`config.mk`:
```
export PLATFORM = sky130hd
export DESIGN_NAME = countdown_timer_with_clock_tiles
export DESIGN_NICKNAME = d
export VERILOG_FILES = /design/src/design/ctd_pkg.sv /design/src/design/countdown_timer_with_clock_tiles.sv /design/src/design/ctd_front.sv /design/src/design/ctd_fifo.sv /design/src/design/ctd_render.sv
export SDC_FILE = /design/constraint.sdc
export NUM_CORES = 1
export LEC_CHECK = 0
export ABC_AREA = 1
export ABC_CLOCK_PERIOD_IN_PS = 4100
export BUFFER_PORTS_ARGS = -buffer_cell sky130_fd_sc_hd__buf_2
export CORE_ASPECT_RATIO = 0.6
export CORE_MARGIN = 3
export CORE_UTILIZATION = 51
export CTS_BUF_LIST = sky130_fd_sc_hd__clkbuf_8 sky130_fd_sc_hd__clkbuf_16
export DETAILED_ROUTE_END_ITERATION = 8
export GPL_TIMING_DRIVEN = 0
export PLACE_DENSITY = 0.89
export SYNTH_ARGS = -nofsm -noshare
export SYNTH_HDL_FRONTEND = slang
export SYNTH_SLANG_ARGS = --single-unit
```
`constraint.sdc`:
```
create_clock -name clk_i -period 4.1 [get_ports clk_i]
set_clock_uncertainty 0.05 [all_clocks]
set_input_delay 0.41 -clock clk_i [delete_from_list [all_inputs] [get_ports clk_i]]
set_output_delay 0.41 -clock clk_i [all_outputs]
set_load 0.02 [all_outputs]
```
`src/design/ctd_pkg.sv`:
```
// Shared types and constants for the countdown timer with clock tiles.
`default_nettype none
package ctd_pkg;

  typedef enum logic [2:0] {
    OP_TICK    = 3'd0,
    OP_SET     = 3'd1,
    OP_STOP    = 3'd2,
    OP_SHOW    = 3'd3,
    OP_REFRESH = 3'd4
  } op_e;

  // Register select is paddr[2]: frames_per_second at 0x0, tile_attribute at 0x4.
  localparam logic REG_FPS  = 1'b0;
  localparam logic REG_ATTR = 1'b1;

  localparam logic [7:0]  FPS_RESET  = 8'd60;
  localparam logic [15:0] ATTR_RESET = 16'h3000;

  localparam int QUEUE_DEPTH = 2;

  localparam int SECS_PER_MIN = 60;
  localparam int MIN_CLAMP    = 99;
  localparam int GLYPH_OFFSET = 31;
  localparam int CHAR_SPACE   = 32;
  localparam int CHAR_ZERO    = 48;
  localparam int CHAR_COLON   = 58;

  // Timer state snapshot handed from the command front end to the renderer.
  typedef struct packed {
    logic [15:0] seconds_left;
    logic        running;
    logic        shown;
    logic        draw;
  } job_t;

  typedef struct packed {
    logic [15:0] cell_second_units;
    logic [15:0] cell_second_tens;
    logic [15:0] cell_colon;
    logic [15:0] cell_minute_units;
    logic [15:0] cell_minute_tens;
    logic        draw;
    logic        shown;
    logic        running;
    logic [15:0] seconds_left;
  } result_t;

endpackage
`default_nettype wire

```
`src/design/countdown_timer_with_clock_tiles.sv`:
```
// Countdown timer top level: register port, command front end, job queue, renderer.
// A command beat goes into the job queue, which absorbs stalls, then the renderer.
// Throughput: one command per cycle while the queue is not full; the two-stage
// renderer (reciprocal multiply, then remainder and digit split) sets the latency.
// Reset: timer state, queue and pipeline valids clear asynchronously; the registers
// return to 60 frames per second and tile attribute 0x3000.
`default_nettype none
module countdown_timer_with_clock_tiles #(
  parameter int QUEUE_DEPTH = ctd_pkg::QUEUE_DEPTH
) (
  input  wire logic         clk_i,
  input  wire logic         rst_ni,
  input  wire logic         s_axis_tvalid_i,
  output logic              s_axis_tready_o,
  // [15:0] seconds, [16] show_flag, [23:17] zero
  input  wire logic [23:0]  s_axis_tdata_i,
  // [2:0] opcode
  input  wire logic [2:0]   s_axis_tuser_i,
  output logic              m_axis_tvalid_o,
  input  wire logic         m_axis_tready_i,
  // [15:0] seconds_left, [16] running, [17] shown, [18] draw,
  // [34:19] cell_minute_tens, [50:35] cell_minute_units, [66:51] cell_colon,
  // [82:67] cell_second_tens, [98:83] cell_second_units, [103:99] zero
  output logic [103:0]      m_axis_tdata_o,
  input  wire logic         psel,
  input  wire logic         penable,
  input  wire logic         pwrite,
  input  wire logic [2:0]   paddr,
  input  wire logic [31:0]  pwdata,
  output logic [31:0]       prdata,
  output logic              pready
);

  logic [7:0]       fps_q;
  logic [15:0]      attr_q;
  logic             cfg_write;
  logic             in_accept;
  logic             queue_full;
  logic             job_valid;
  logic             job_pop;
  ctd_pkg::job_t    job_in;
  ctd_pkg::job_t    job_head;
  ctd_pkg::result_t res;

  assign pready    = 1'b1;
  assign cfg_write = psel && penable && pwrite;

  always_ff @(posedge clk_i or negedge rst_ni) begin
    if (!rst_ni) begin
      fps_q  <= ctd_pkg::FPS_RESET;
      attr_q <= ctd_pkg::ATTR_RESET;
    end else if (cfg_write) begin
      if (paddr[2] == ctd_pkg::REG_FPS) begin
        fps_q <= pwdata[7:0];
      end else begin
        attr_q <= pwdata[15:0];
      end
    end
  end

  assign prdata = (paddr[2] == ctd_pkg::REG_ATTR) ? {16'd0, attr_q} : {24'd0, fps_q};

  assign s_axis_tready_o = !queue_full;
  assign in_accept       = s_axis_tvalid_i && s_axis_tready_o;

  ctd_front u_front (
    .clk_i               (clk_i),
    .rst_ni              (rst_ni),
    .accept_i            (in_accept),
    .opcode_i            (s_axis_tuser_i),
    .seconds_i           (s_axis_tdata_i[15:0]),
    .show_flag_i         (s_axis_tdata_i[16]),
    .frames_per_second_i (fps_q),
    .job_o               (job_in)
  );

  ctd_fifo #(
    .DEPTH (QUEUE_DEPTH)
  ) u_fifo (
    .clk_i       (clk_i),
    .rst_ni      (rst_ni),
    .push_i      (in_accept),
    .push_data_i (job_in),
    .full_o      (queue_full),
    .pop_i       (job_pop),
    .valid_o     (job_valid),
    .head_o      (job_head)
  );

  ctd_render u_render (
    .clk_i            (clk_i),
    .rst_ni           (rst_ni),
    .job_valid_i      (job_valid),
    .job_i            (job_head),
    .job_pop_o        (job_pop),
    .tile_attribute_i (attr_q),
    .res_valid_o      (m_axis_tvalid_o),
    .res_ready_i      (m_axis_tready_i),
    .res_o            (res)
  );

  assign m_axis_tdata_o = {5'd0, res};

endmodule
`default_nettype wire

```
`src/design/ctd_front.sv`:
```
// Command front end: accepts beats, updates the timer state and emits a render job.
`default_nettype none
module ctd_front (
  input  wire logic           clk_i,
  input  wire logic           rst_ni,
  input  wire logic           accept_i,
  input  wire logic [2:0]     opcode_i,
  input  wire logic [15:0]    seconds_i,
  input  wire logic           show_flag_i,
  input  wire logic [7:0]     frames_per_second_i,
  output ctd_pkg::job_t       job_o
);

  logic [15:0] seconds_q, seconds_d;
  logic [7:0]  frame_q, frame_d;
  logic        run_q, run_d;
  logic        show_q, show_d;
  logic        draw;
  logic [7:0]  frame_inc;

  assign frame_inc = frame_q + 8'd1;

  always_comb begin
    seconds_d = seconds_q;
    frame_d   = frame_q;
    run_d     = run_q;
    show_d    = show_q;
    draw      = 1'b0;
    if (accept_i) begin
      case (opcode_i)
        ctd_pkg::OP_TICK: begin
          if (run_q && (seconds_q != 16'd0)) begin
            frame_d = frame_inc;
            if (frame_inc >= frames_per_second_i) begin
              frame_d   = 8'd0;
              seconds_d = seconds_q - 16'd1;
              if (seconds_q == 16'd1) begin
                run_d = 1'b0;
              end
              draw = show_q;
            end
          end
        end
        ctd_pkg::OP_SET: begin
          seconds_d = seconds_i;
          frame_d   = 8'd0;
          run_d     = 1'b1;
          draw      = 1'b1;
        end
        ctd_pkg::OP_STOP: begin
          run_d = 1'b0;
        end
        ctd_pkg::OP_SHOW: begin
          show_d = show_flag_i;
          draw   = 1'b1;
        end
        ctd_pkg::OP_REFRESH: begin
          draw = show_q;
        end
        default: begin
        end
      endcase
    end
  end

  always_ff @(posedge clk_i or negedge rst_ni) begin
    if (!rst_ni) begin
      seconds_q <= 16'd0;
      frame_q   <= 8'd0;
      run_q     <= 1'b0;
      show_q    <= 1'b0;
    end else begin
      seconds_q <= seconds_d;
      frame_q   <= frame_d;
      run_q     <= run_d;
      show_q    <= show_d;
    end
  end

  assign job_o.seconds_left = seconds_d;
  assign job_o.running      = run_d;
  assign job_o.shown        = show_d;
  assign job_o.draw         = draw;

  a_set_clears_prescaler: assert property (@(posedge clk_i) disable iff (!rst_ni)
    (accept_i && (opcode_i == ctd_pkg::OP_SET)) |=> (frame_q == 8'd0) && run_q)
    else $error("set did not restart the prescaler");

  a_stopped_at_zero: assert property (@(posedge clk_i) disable iff (!rst_ni)
    (accept_i && (opcode_i == ctd_pkg::OP_TICK) && (seconds_q == 16'd1) && job_o.draw)
      |=> !run_q && (seconds_q == 16'd0))
    else $error("timer kept running after reaching zero");

endmodule
`default_nettype wire

```
`src/design/ctd_fifo.sv`:
```
// Small job queue between the command front end and the renderer.
`default_nettype none
module ctd_fifo #(
  parameter int DEPTH = ctd_pkg::QUEUE_DEPTH
) (
  input  wire logic          clk_i,
  input  wire logic          rst_ni,
  input  wire logic          push_i,
  input  wire ctd_pkg::job_t push_data_i,
  output logic               full_o,
  input  wire logic          pop_i,
  output logic               valid_o,
  output ctd_pkg::job_t      head_o
);

  localparam int PtrW = (DEPTH > 1) ? $clog2(DEPTH) : 1;
  localparam int CntW = $clog2(DEPTH + 1);

  ctd_pkg::job_t      mem_q [DEPTH];
  logic [PtrW-1:0]    wr_ptr_q, rd_ptr_q;
  logic [CntW-1:0]    count_q;
  logic               do_push, do_pop;

  assign full_o  = (count_q == CntW'(DEPTH));
  assign valid_o = (count_q != '0);
  assign head_o  = mem_q[rd_ptr_q];
  assign do_push = push_i && !full_o;
  assign do_pop  = pop_i && valid_o;

  always_ff @(posedge clk_i) begin
    if (do_push) begin
      mem_q[wr_ptr_q] <= push_data_i;
    end
  end

  always_ff @(posedge clk_i or negedge rst_ni) begin
    if (!rst_ni) begin
      wr_ptr_q <= '0;
      rd_ptr_q <= '0;
      count_q  <= '0;
    end else begin
      if (do_push) begin
        wr_ptr_q <= (wr_ptr_q == PtrW'(DEPTH - 1)) ? '0 : wr_ptr_q + 1'b1;
      end
      if (do_pop) begin
        rd_ptr_q <= (rd_ptr_q == PtrW'(DEPTH - 1)) ? '0 : rd_ptr_q + 1'b1;
      end
      if (do_push && !do_pop) begin
        count_q <= count_q + 1'b1;
      end else if (do_pop && !do_push) begin
        count_q <= count_q - 1'b1;
      end
    end
  end

  a_no_overflow: assert property (@(posedge clk_i) disable iff (!rst_ni)
    push_i |-> !full_o)
    else $error("job pushed into a full queue");

  a_count_bound: assert property (@(posedge clk_i) disable iff (!rst_ni)
    count_q <= CntW'(DEPTH))
    else $error("queue count out of range");

endmodule
`default_nettype wire

```
`src/design/ctd_render.sv`:
```
// Renderer: splits seconds into MM:SS over two stages and builds the tile words.
`default_nettype none
module ctd_render (
  input  wire logic          clk_i,
  input  wire logic          rst_ni,
  input  wire logic          job_valid_i,
  input  wire ctd_pkg::job_t job_i,
  output logic               job_pop_o,
  input  wire logic [15:0]   tile_attribute_i,
  output logic               res_valid_o,
  input  wire logic          res_ready_i,
  output ctd_pkg::result_t   res_o
);

  // q = floor(s / 60) for every 16-bit s, as (s * 34953) >> 21.
  localparam logic [15:0] Recip60 = 16'd34953;

  function automatic logic [3:0] tens_of(input logic [6:0] v);
    logic [3:0] t;
    t = 4'd0;
    for (int k = 1; k < 10; k++) begin
      if (v >= 7'(10 * k)) begin
        t = 4'(k);
      end
    end
    return t;
  endfunction

  function automatic logic [15:0] tile(input logic [6:0] ch, input logic [15:0] attr);
    return {9'd0, ch - 7'(ctd_pkg::GLYPH_OFFSET)} | attr;
  endfunction

  function automatic logic [6:0] digit_char(input logic [3:0] d);
    return 7'(ctd_pkg::CHAR_ZERO) + {3'd0, d};
  endfunction

  ctd_pkg::job_t    s1_job_q;
  logic [10:0]      s1_quot_q;
  logic             s1_valid_q;
  ctd_pkg::result_t res_q, res_d;
  logic             res_valid_q;
  logic             out_load, s1_load;
  logic [31:0]      product;

  logic [15:0] sec_rem;
  logic [5:0]  sec;
  logic [6:0]  mins;
  logic [3:0]  m_tens, m_units, s_tens, s_units;
  logic        cells_on;

  assign out_load  = !res_valid_q || res_ready_i;
  assign s1_load   = !s1_valid_q || out_load;
  assign job_pop_o = job_valid_i && s1_load;

  assign product = 32'(job_i.seconds_left) * 32'(Recip60);

  always_ff @(posedge clk_i) begin
    if (job_pop_o) begin
      s1_job_q  <= job_i;
      s1_quot_q <= product[31:21];
    end
  end

  always_comb begin
    sec_rem  = s1_job_q.seconds_left - (16'(s1_quot_q) * 16'(ctd_pkg::SECS_PER_MIN));
    sec      = sec_rem[5:0];
    mins     = (s1_quot_q > 11'(ctd_pkg::MIN_CLAMP)) ? 7'(ctd_pkg::MIN_CLAMP) : s1_quot_q[6:0];
    m_tens   = tens_of(mins);
    m_units  = 4'(mins - {m_tens, 3'd0} - {2'd0, m_tens, 1'd0});
    s_tens   = tens_of({1'b0, sec});
    s_units  = 4'({1'b0, sec} - {m_tens & 4'd0, 3'd0} - {s_tens, 3'd0} - {2'd0, s_tens, 1'd0});
    cells_on = s1_job_q.draw && s1_job_q.shown;

    res_d.seconds_left = s1_job_q.seconds_left;
    res_d.running      = s1_job_q.running;
    res_d.shown        = s1_job_q.shown;
    res_d.draw         = s1_job_q.draw;
    res_d.cell_minute_tens  = '0;
    res_d.cell_minute_units = '0;
    res_d.cell_colon        = '0;
    res_d.cell_second_tens  = '0;
    res_d.cell_second_units = '0;
    if (cells_on) begin
      res_d.cell_minute_tens  = (m_tens == 4'd0) ?
                                tile(7'(ctd_pkg::CHAR_SPACE), tile_attribute_i) :
                                tile(digit_char(m_tens), tile_attribute_i);
      res_d.cell_minute_units = tile(digit_char(m_units), tile_attribute_i);
      res_d.cell_colon        = tile(7'(ctd_pkg::CHAR_COLON), tile_attribute_i);
      res_d.cell_second_tens  = tile(digit_char(s_tens), tile_attribute_i);
      res_d.cell_second_units = tile(digit_char(s_units), tile_attribute_i);
    end
  end

  always_ff @(posedge clk_i) begin
    if (s1_valid_q && out_load) begin
      res_q <= res_d;
    end
  end

  always_ff @(posedge clk_i or negedge rst_ni) begin
    if (!rst_ni) begin
      s1_valid_q  <= 1'b0;
      res_valid_q <= 1'b0;
    end else begin
      if (s1_load) begin
        s1_valid_q <= job_valid_i;
      end
      if (out_load) begin
        res_valid_q <= s1_valid_q;
      end
    end
  end

  assign res_valid_o = res_valid_q;
  assign res_o       = res_q;

  a_blank_cells: assert property (@(posedge clk_i) disable iff (!rst_ni)
    (res_valid_q && !(res_q.draw && res_q.shown)) |->
      ((res_q.cell_minute_tens | res_q.cell_minute_units | res_q.cell_colon |
        res_q.cell_second_tens | res_q.cell_second_units) == 16'd0))
    else $error("cells drawn while not drawing or hidden");

  a_digit_range: assert property (@(posedge clk_i) disable iff (!rst_ni)
    s1_valid_q |-> (sec_rem < 16'(ctd_pkg::SECS_PER_MIN)))
    else $error("seconds remainder out of range");

endmodule
`default_nettype wire

```
-- Yosys cells after proc, flatten, opt, wreduce, memory -nomap -nowiden
Memories as Yosys holds them, arrays and structs flattened.
Cells that the tools add are included.
- bits in registers: 185
- bits in writable memories: 38
- input bits: 69
- output and inout port bits: 139
- logic and storage cells: 154
- memories: 1
- memory list (memory ; depth ; bits a word ; read ports ; clocked after Yosys merged registers in ; write ports ; RTL line ; source):
    u_fifo.mem_q ; 2 ; 19 ; 1 ; 0 ; 1 ; ctd_fifo.sv:19 ; ctd_pkg::job_t mem_q [DEPTH];
- add/sub/neg operators: 19
- $mul: 2
- magnitude comparators: 20
- equality and inequality tests: 7
- multiplexer cells: 46
- bitwise operators: 5
- reduce and logical (&&, ||, !) cells: 28
- operators with widths (operator ; number):
    16-bit 2-to-1 mux ; 5
    7-bit by 16-bit bitwise OR with 16-bit output ; 4
    4-bit 2-to-1 mux ; 10
    37-bit 2-to-1 mux ; 1
    16-bit by 16-bit multiplier with 32-bit output, second input constant ; 1
    16-bit one-hot mux with 2 select lines ; 1
    6-bit by 4-bit adder with 7-bit output, first input constant ; 4
    7-bit by 5-bit subtractor with 7-bit output, second input constant ; 4
    6-bit by 7-bit greater-or-equal comparator with 1-bit output, second input constant ; 3
    7-bit by 6-bit greater-or-equal comparator with 1-bit output, second input constant ; 3
    7-bit greater-or-equal comparator, second input constant ; 3
    6-bit greater-or-equal comparator, second input constant ; 3
    16-bit by 1-bit equality test with 1-bit output, second input constant ; 1
    8-bit 2-to-1 mux ; 2
    8-bit one-hot mux with 2 select lines ; 1
    16-bit nonzero test ; 1
    16-bit by 1-bit subtractor with 16-bit output, second input constant ; 1
    4-bit subtractor ; 4
    1-bit 2-to-1 mux ; 15
    7-bit by 5-bit greater-or-equal comparator with 1-bit output, second input constant ; 2
    6-bit by 5-bit greater-or-equal comparator with 1-bit output, second input constant ; 2
    3-bit 2-to-1 mux ; 4
    11-bit by 7-bit greater-than comparator with 1-bit output, second input constant ; 1
    1-bit logical AND ; 11
    other kinds (26) ; 40

-- Depth between registers and ports, before layout
- depth after elaboration: 18
- mapped depth: 25
- mapped depth without buffers: 25

-- Modules after synthesis
Synthesis repeated with hierarchy kept, for this count alone.
- cell total of the unflattened synthesis: 1332
- area total of the unflattened synthesis: 11887.7 sq um
- modules (own cells, without submodules) (module ; times used ; cells an instance ; area an instance (sq um) ; sequential area each (sq um)):
    ctd_render ; 1 ; 681 ; 6707.7 ; 2602.5
    ctd_front ; 1 ; 343 ; 2228.4 ; 650.6
    ctd_fifo ; 1 ; 131 ; 1624.1 ; 1241.2
    countdown_timer_with_clock_tiles ; 1 ; 177 ; 1327.5 ; 608.1

-- Least setup slack after synthesis
No wires, ideal clock.
- path type: flip-flop to flip-flop
- start: register u_fifo.rd_ptr_q
- end: register u_render.s1_quot_q[9] (data pin)
- setup time: 0.262 ns
- arrival time: 4.208 ns
- required time: 3.788 ns
- path slack: -0.420 ns
- stages on the path, launching flop included: 23
- buffers on the path: 2
- period minus slack after synthesis: 4.520 ns
- path through: dfrtp_1 inv_1 clkbuf_2 clkbuf_1 nand2_1 nand2_1 ha_1 inv_1 fa_1 inv_1 fa_1 ha_1 ha_1 ha_1 a21oi_1 nor2_1 a211oi_1 o211ai_1 nand2_1 o211ai_2 nand2_1 o21ai_1 xor2_1
- RTL lines (element ; RTL line ; source):
    from (decl) ; ctd_fifo.sv:20 ; logic [PtrW-1:0] wr_ptr_q, rd_ptr_q;
    from (signal assigned) ; ctd_fifo.sv:46 ; rd_ptr_q <= (rd_ptr_q == PtrW'(DEPTH - 1)) ? '0 : rd_ptr_q + 1'b1;
    to (signal assigned) ; ctd_render.sv:60 ; s1_quot_q <= product[31:21];
    to (decl) ; ctd_render.sv:38 ; logic [10:0] s1_quot_q;

==> reports/qor.txt <==
Status: finished, violations left
Failing checks: hold timing, setup timing
Grt total ovfl: 0
RSZ-0062 raised after global routing: true
Core ar.: 21300 um2
Root Buffer: clkbuf_16
Die area: 24000 um2
Diodes inserted: 0
Crit path DAT: 4.66 ns
Vias per cell: 5.57
Top cells by area, synth: edfxtp_1 33%, ha_1 14%, dfrtp_1 11%
Setup Viol. Count Final: 16
Yosys cell types: 52
CP Buf/Inv Count: 6
FMAX: 221 MHz
Drt first pass iters: 5
Antenna violations before repair: 0
Layout Cells excl Fill: 1714
Max-slew violations: 0
FFs w/ async S/R, synth: 0.313
Final nets: 1639
H-tree levels: 4
First-pass GRT wire length: 46600 um
WL/cell: 18.9 um
CP startpoint kind: flop
Routability congestion estimate: 0.946
Max-slew headroom: 0.133
HP Class: primary input to asynchronous set/reset pin
CP top delay family: adder cells
Crit share post-route: 1.10
Die height: 121 um
Worst Path Required: 4.24 ns
Num CTS Buffers: 17
DRC: 0
Fin area: 14600 um2
# rows: 41
Clk sinks: 179
CTS tree: built
Initial Utilization: 0.528
Vias in the first global route: 9016
Routed Antenna Nets: 0
Top cell type's share of synthesized area: 0.328
WHS: -0.0347 ns
DP Wirelength: 21600 um
Tightest Pin Transition: 1.30 ns
Final WS setup: -0.420 ns
Clock tree buffer depth: 2
Reg clk slew, reported paths: 0.07 ns
Slowest-stage cell, CP: fa_1
Yosys top cell by area: edfxtp_1
Area of the multi-input gates: 6020 um2
Number of synthesis warnings: 0
Seq/Total Area, Yosys: 0.453
Synthesis-to-finish area growth: 29.8%
Initial drt markers: 933
Mapped cell area: 11300 um2
Filler cells: 1439
Dpl cells: 1634
Yosys reg bits: 179
Post-synthesis cell count: 1172
CP Class: flop to flop
Syn Area/Cell: 9.61 um2
Register area: 5100 um2
Buffers added on ports: 160
All-layer global routing usage: 0.249
Final Hold Fails: 22
Nature of the critical path endpoint: flop
Worst path max stage delay: 0.50 ns
Total wire length: 32400 um
Share of layout cells above drive strength 1: 0.349
Critical path cell sequence: inv_2 > buf_8 > or2_2 > o21ai_4 > inv_2 > ha_1 > inv_1 > fa_1 > inv_1 > ha_1 > ha_4 > ha_4 > ha_4 > nand2_4 > inv_1 > nand4_1 > o211ai_1 > nand2_1 > o211ai_2 > nand2_2 > o21ai_2 > xor2_1
Skew-Pair Late Insertion Delay: 0.45 ns
Crit Path Max Fanout: 5
Number of synthesized flops with an enable pin: 123
Top-Level Pins: 208
MaxCap Viol Count: 0
Tmin final: 4.52 ns
Main synth FF type: edfxtp_1
Via count: 9551
Placed instance area: 12800 um2
Chip Width: 198 um
Largest net degree at the start of global routing: 57
==> state kept, by name, indices dropped and copies added (netlist names), 2 cells and up <==
register            count
u_fifo.mem_q           38
u_render.s1_quot_q     11
fps_q                   8
u_front.seconds_q      16
u_render.res_o         55
u_front.frame_q         8
u_render.res_d         19
attr_q                 16
u_fifo.count_q          2
==> kinds of logic after synthesis <==
group	after synthesis	share of synthesized area
other	2	0.000667
AO/OA/AOI/OAI	186	0.0931
AND/OR/NAND/NOR	348	0.133
flip-flops	179	0.453
adder cells (fa/ha/maj)	148	0.178
buffers and inverters	272	0.113
XOR/XNOR	36	0.0280
multiplexers	1	0.00100
==> cell usage after synthesis (2+ instances only) <==
library cell    n
ha_1          128
o311ai_0        2
nor2_2          2
nor3_1         10
xor2_1         25
clkbuf_1       14
o22ai_1         2
o2111ai_1       3
o31ai_1         3
conb_1          2
a32oi_1         4
dfrtp_1        50
o21ai_1         9
a31oi_1         7
nor2_4          2
a22o_1          2
edfxtp_1      123
or2_2          10
o211ai_1        4
buf_4          66
a21oi_1        56
a211oi_1        2
nand3_2         2
o41ai_1         2
nor2_1         79
o221ai_1        3
buf_2           2
inv_1         186
nand4_1        16
fa_1           20
o21ai_0        80
nand3_1        37
o21a_1          3
nand2_1       180
dfstp_2         6
nand2_2         4
xnor2_1        11
==> worst reg2reg max path, stage by stage (launching register included) <==
cell	delay (ns)
dfrtp_1	0.38
inv_2	0.07
buf_8	0.13
or2_2	0.30
o21ai_4	0.10
inv_2	0.11
ha_1	0.31
inv_1	0.06
fa_1	0.50
inv_1	0.05
ha_1	0.34
ha_4	0.27
ha_4	0.24
ha_4	0.33
nand2_4	0.09
inv_1	0.08
nand4_1	0.17
o211ai_1	0.17
nand2_1	0.10
o211ai_2	0.10
nand2_2	0.11
o21ai_2	0.15
xor2_1	0.08
==> stage by stage <==
step / hold slack [ns] / setup TNS (ns) / utilization / worst slack [ns]
floorplan: 0.0644 / -0.110 / - / -0.0647
global placement: 0.353 / -47.81 / 0.599 / -0.804
detailed placement: 0.357 / -5.60 / 0.602 / -0.662
CTS: 0.157 / -2.17 / 0.661 / -0.385
global route: 0.0250 / -8.25 / 0.685 / -0.652
finish: -0.0347 / -3.91 / 0.685 / -0.420
==> path summary, 6_finish.rpt <==
check                              startpoint               endpoint  slack (ns)  cells past startpoint
setup / recovery              u_fifo.rd_ptr_q  u_render.s1_quot_q[9]       -0.42                     22
hold / removal                         rst_ni   u_front.seconds_q[8]       -0.03                      1
setup reg to reg              u_fifo.rd_ptr_q  u_render.s1_quot_q[9]       -0.42                     22
hold reg to reg            u_render.res_d[10]     u_render.res_o[10]        0.37                      0
max in group asynchronous              rst_ni             attr_q[10]        3.49                      1
min in group clk_i                 pwdata[13]             attr_q[13]        0.16                      3
==> cell type report <==
class,instances,share of cell area
multi-input combinational,741,0.412
sequential,179,0.349
timing repair buffer,211,0.0852
inverter,188,0.0490
buffer,84,0.0420
clock buffer,18,0.0301
tap,279,0.0239
clock inverter,14,0.00882
==> what timing repair did <==
item                                    in CTS  in global routing
cloned                                       1                  0
gates resized for setup                     96                 77
setup buffers                               31                 18
hold buffers                                 0                  0
pin swaps                                   51                 52
endpoints found under the setup margin      16                 55
==> cells in the final DEF (no fill, tap or decap), types with 5 or more instances in the layout <==
cell       synthesis  final
dfrtp_1           50     50
a21oi_2            0     10
fa_1              20     18
inv_1            186    169
nand4_1           16     16
conb_1             2     22
inv_2              1     15
clkbuf_1          14     12
nand3_2            2      6
nor2_4             2      5
xnor2_1           11     10
ha_4               0     42
nand2_4            1     12
clkbuf_16          0     18
a21oi_1           56     42
o21ai_4            0      6
nor2_1            79     72
a31oi_1            7      6
nor2_2             2      6
nand2_2            4     28
buf_6              0      6
edfxtp_1         123    123
inv_4              0      5
nand2_1          180    145
buf_2              2    160
buf_4             66    109
o21ai_2            0     11
o21ai_0           80     62
ha_1             128     84
xor2_1            25     23
dfstp_2            6      6
nand3_1           37     32
o21ai_1            9     10
nor3_1            10      7
or2_2             10      8
==> layer usage <==
metal,global-route usage,vias up,part of all wire
met3,0.0530,90,0.093
met2,0.395,556,0.46
met5,0,-,0
li1,-,4343,-
met4,0.0804,0,0.031
met1,0.345,4562,0.41
Power is left out: the tool's default activity adds up to more than one toggle a clock period on the data nets, which glitch-free logic cannot reach.
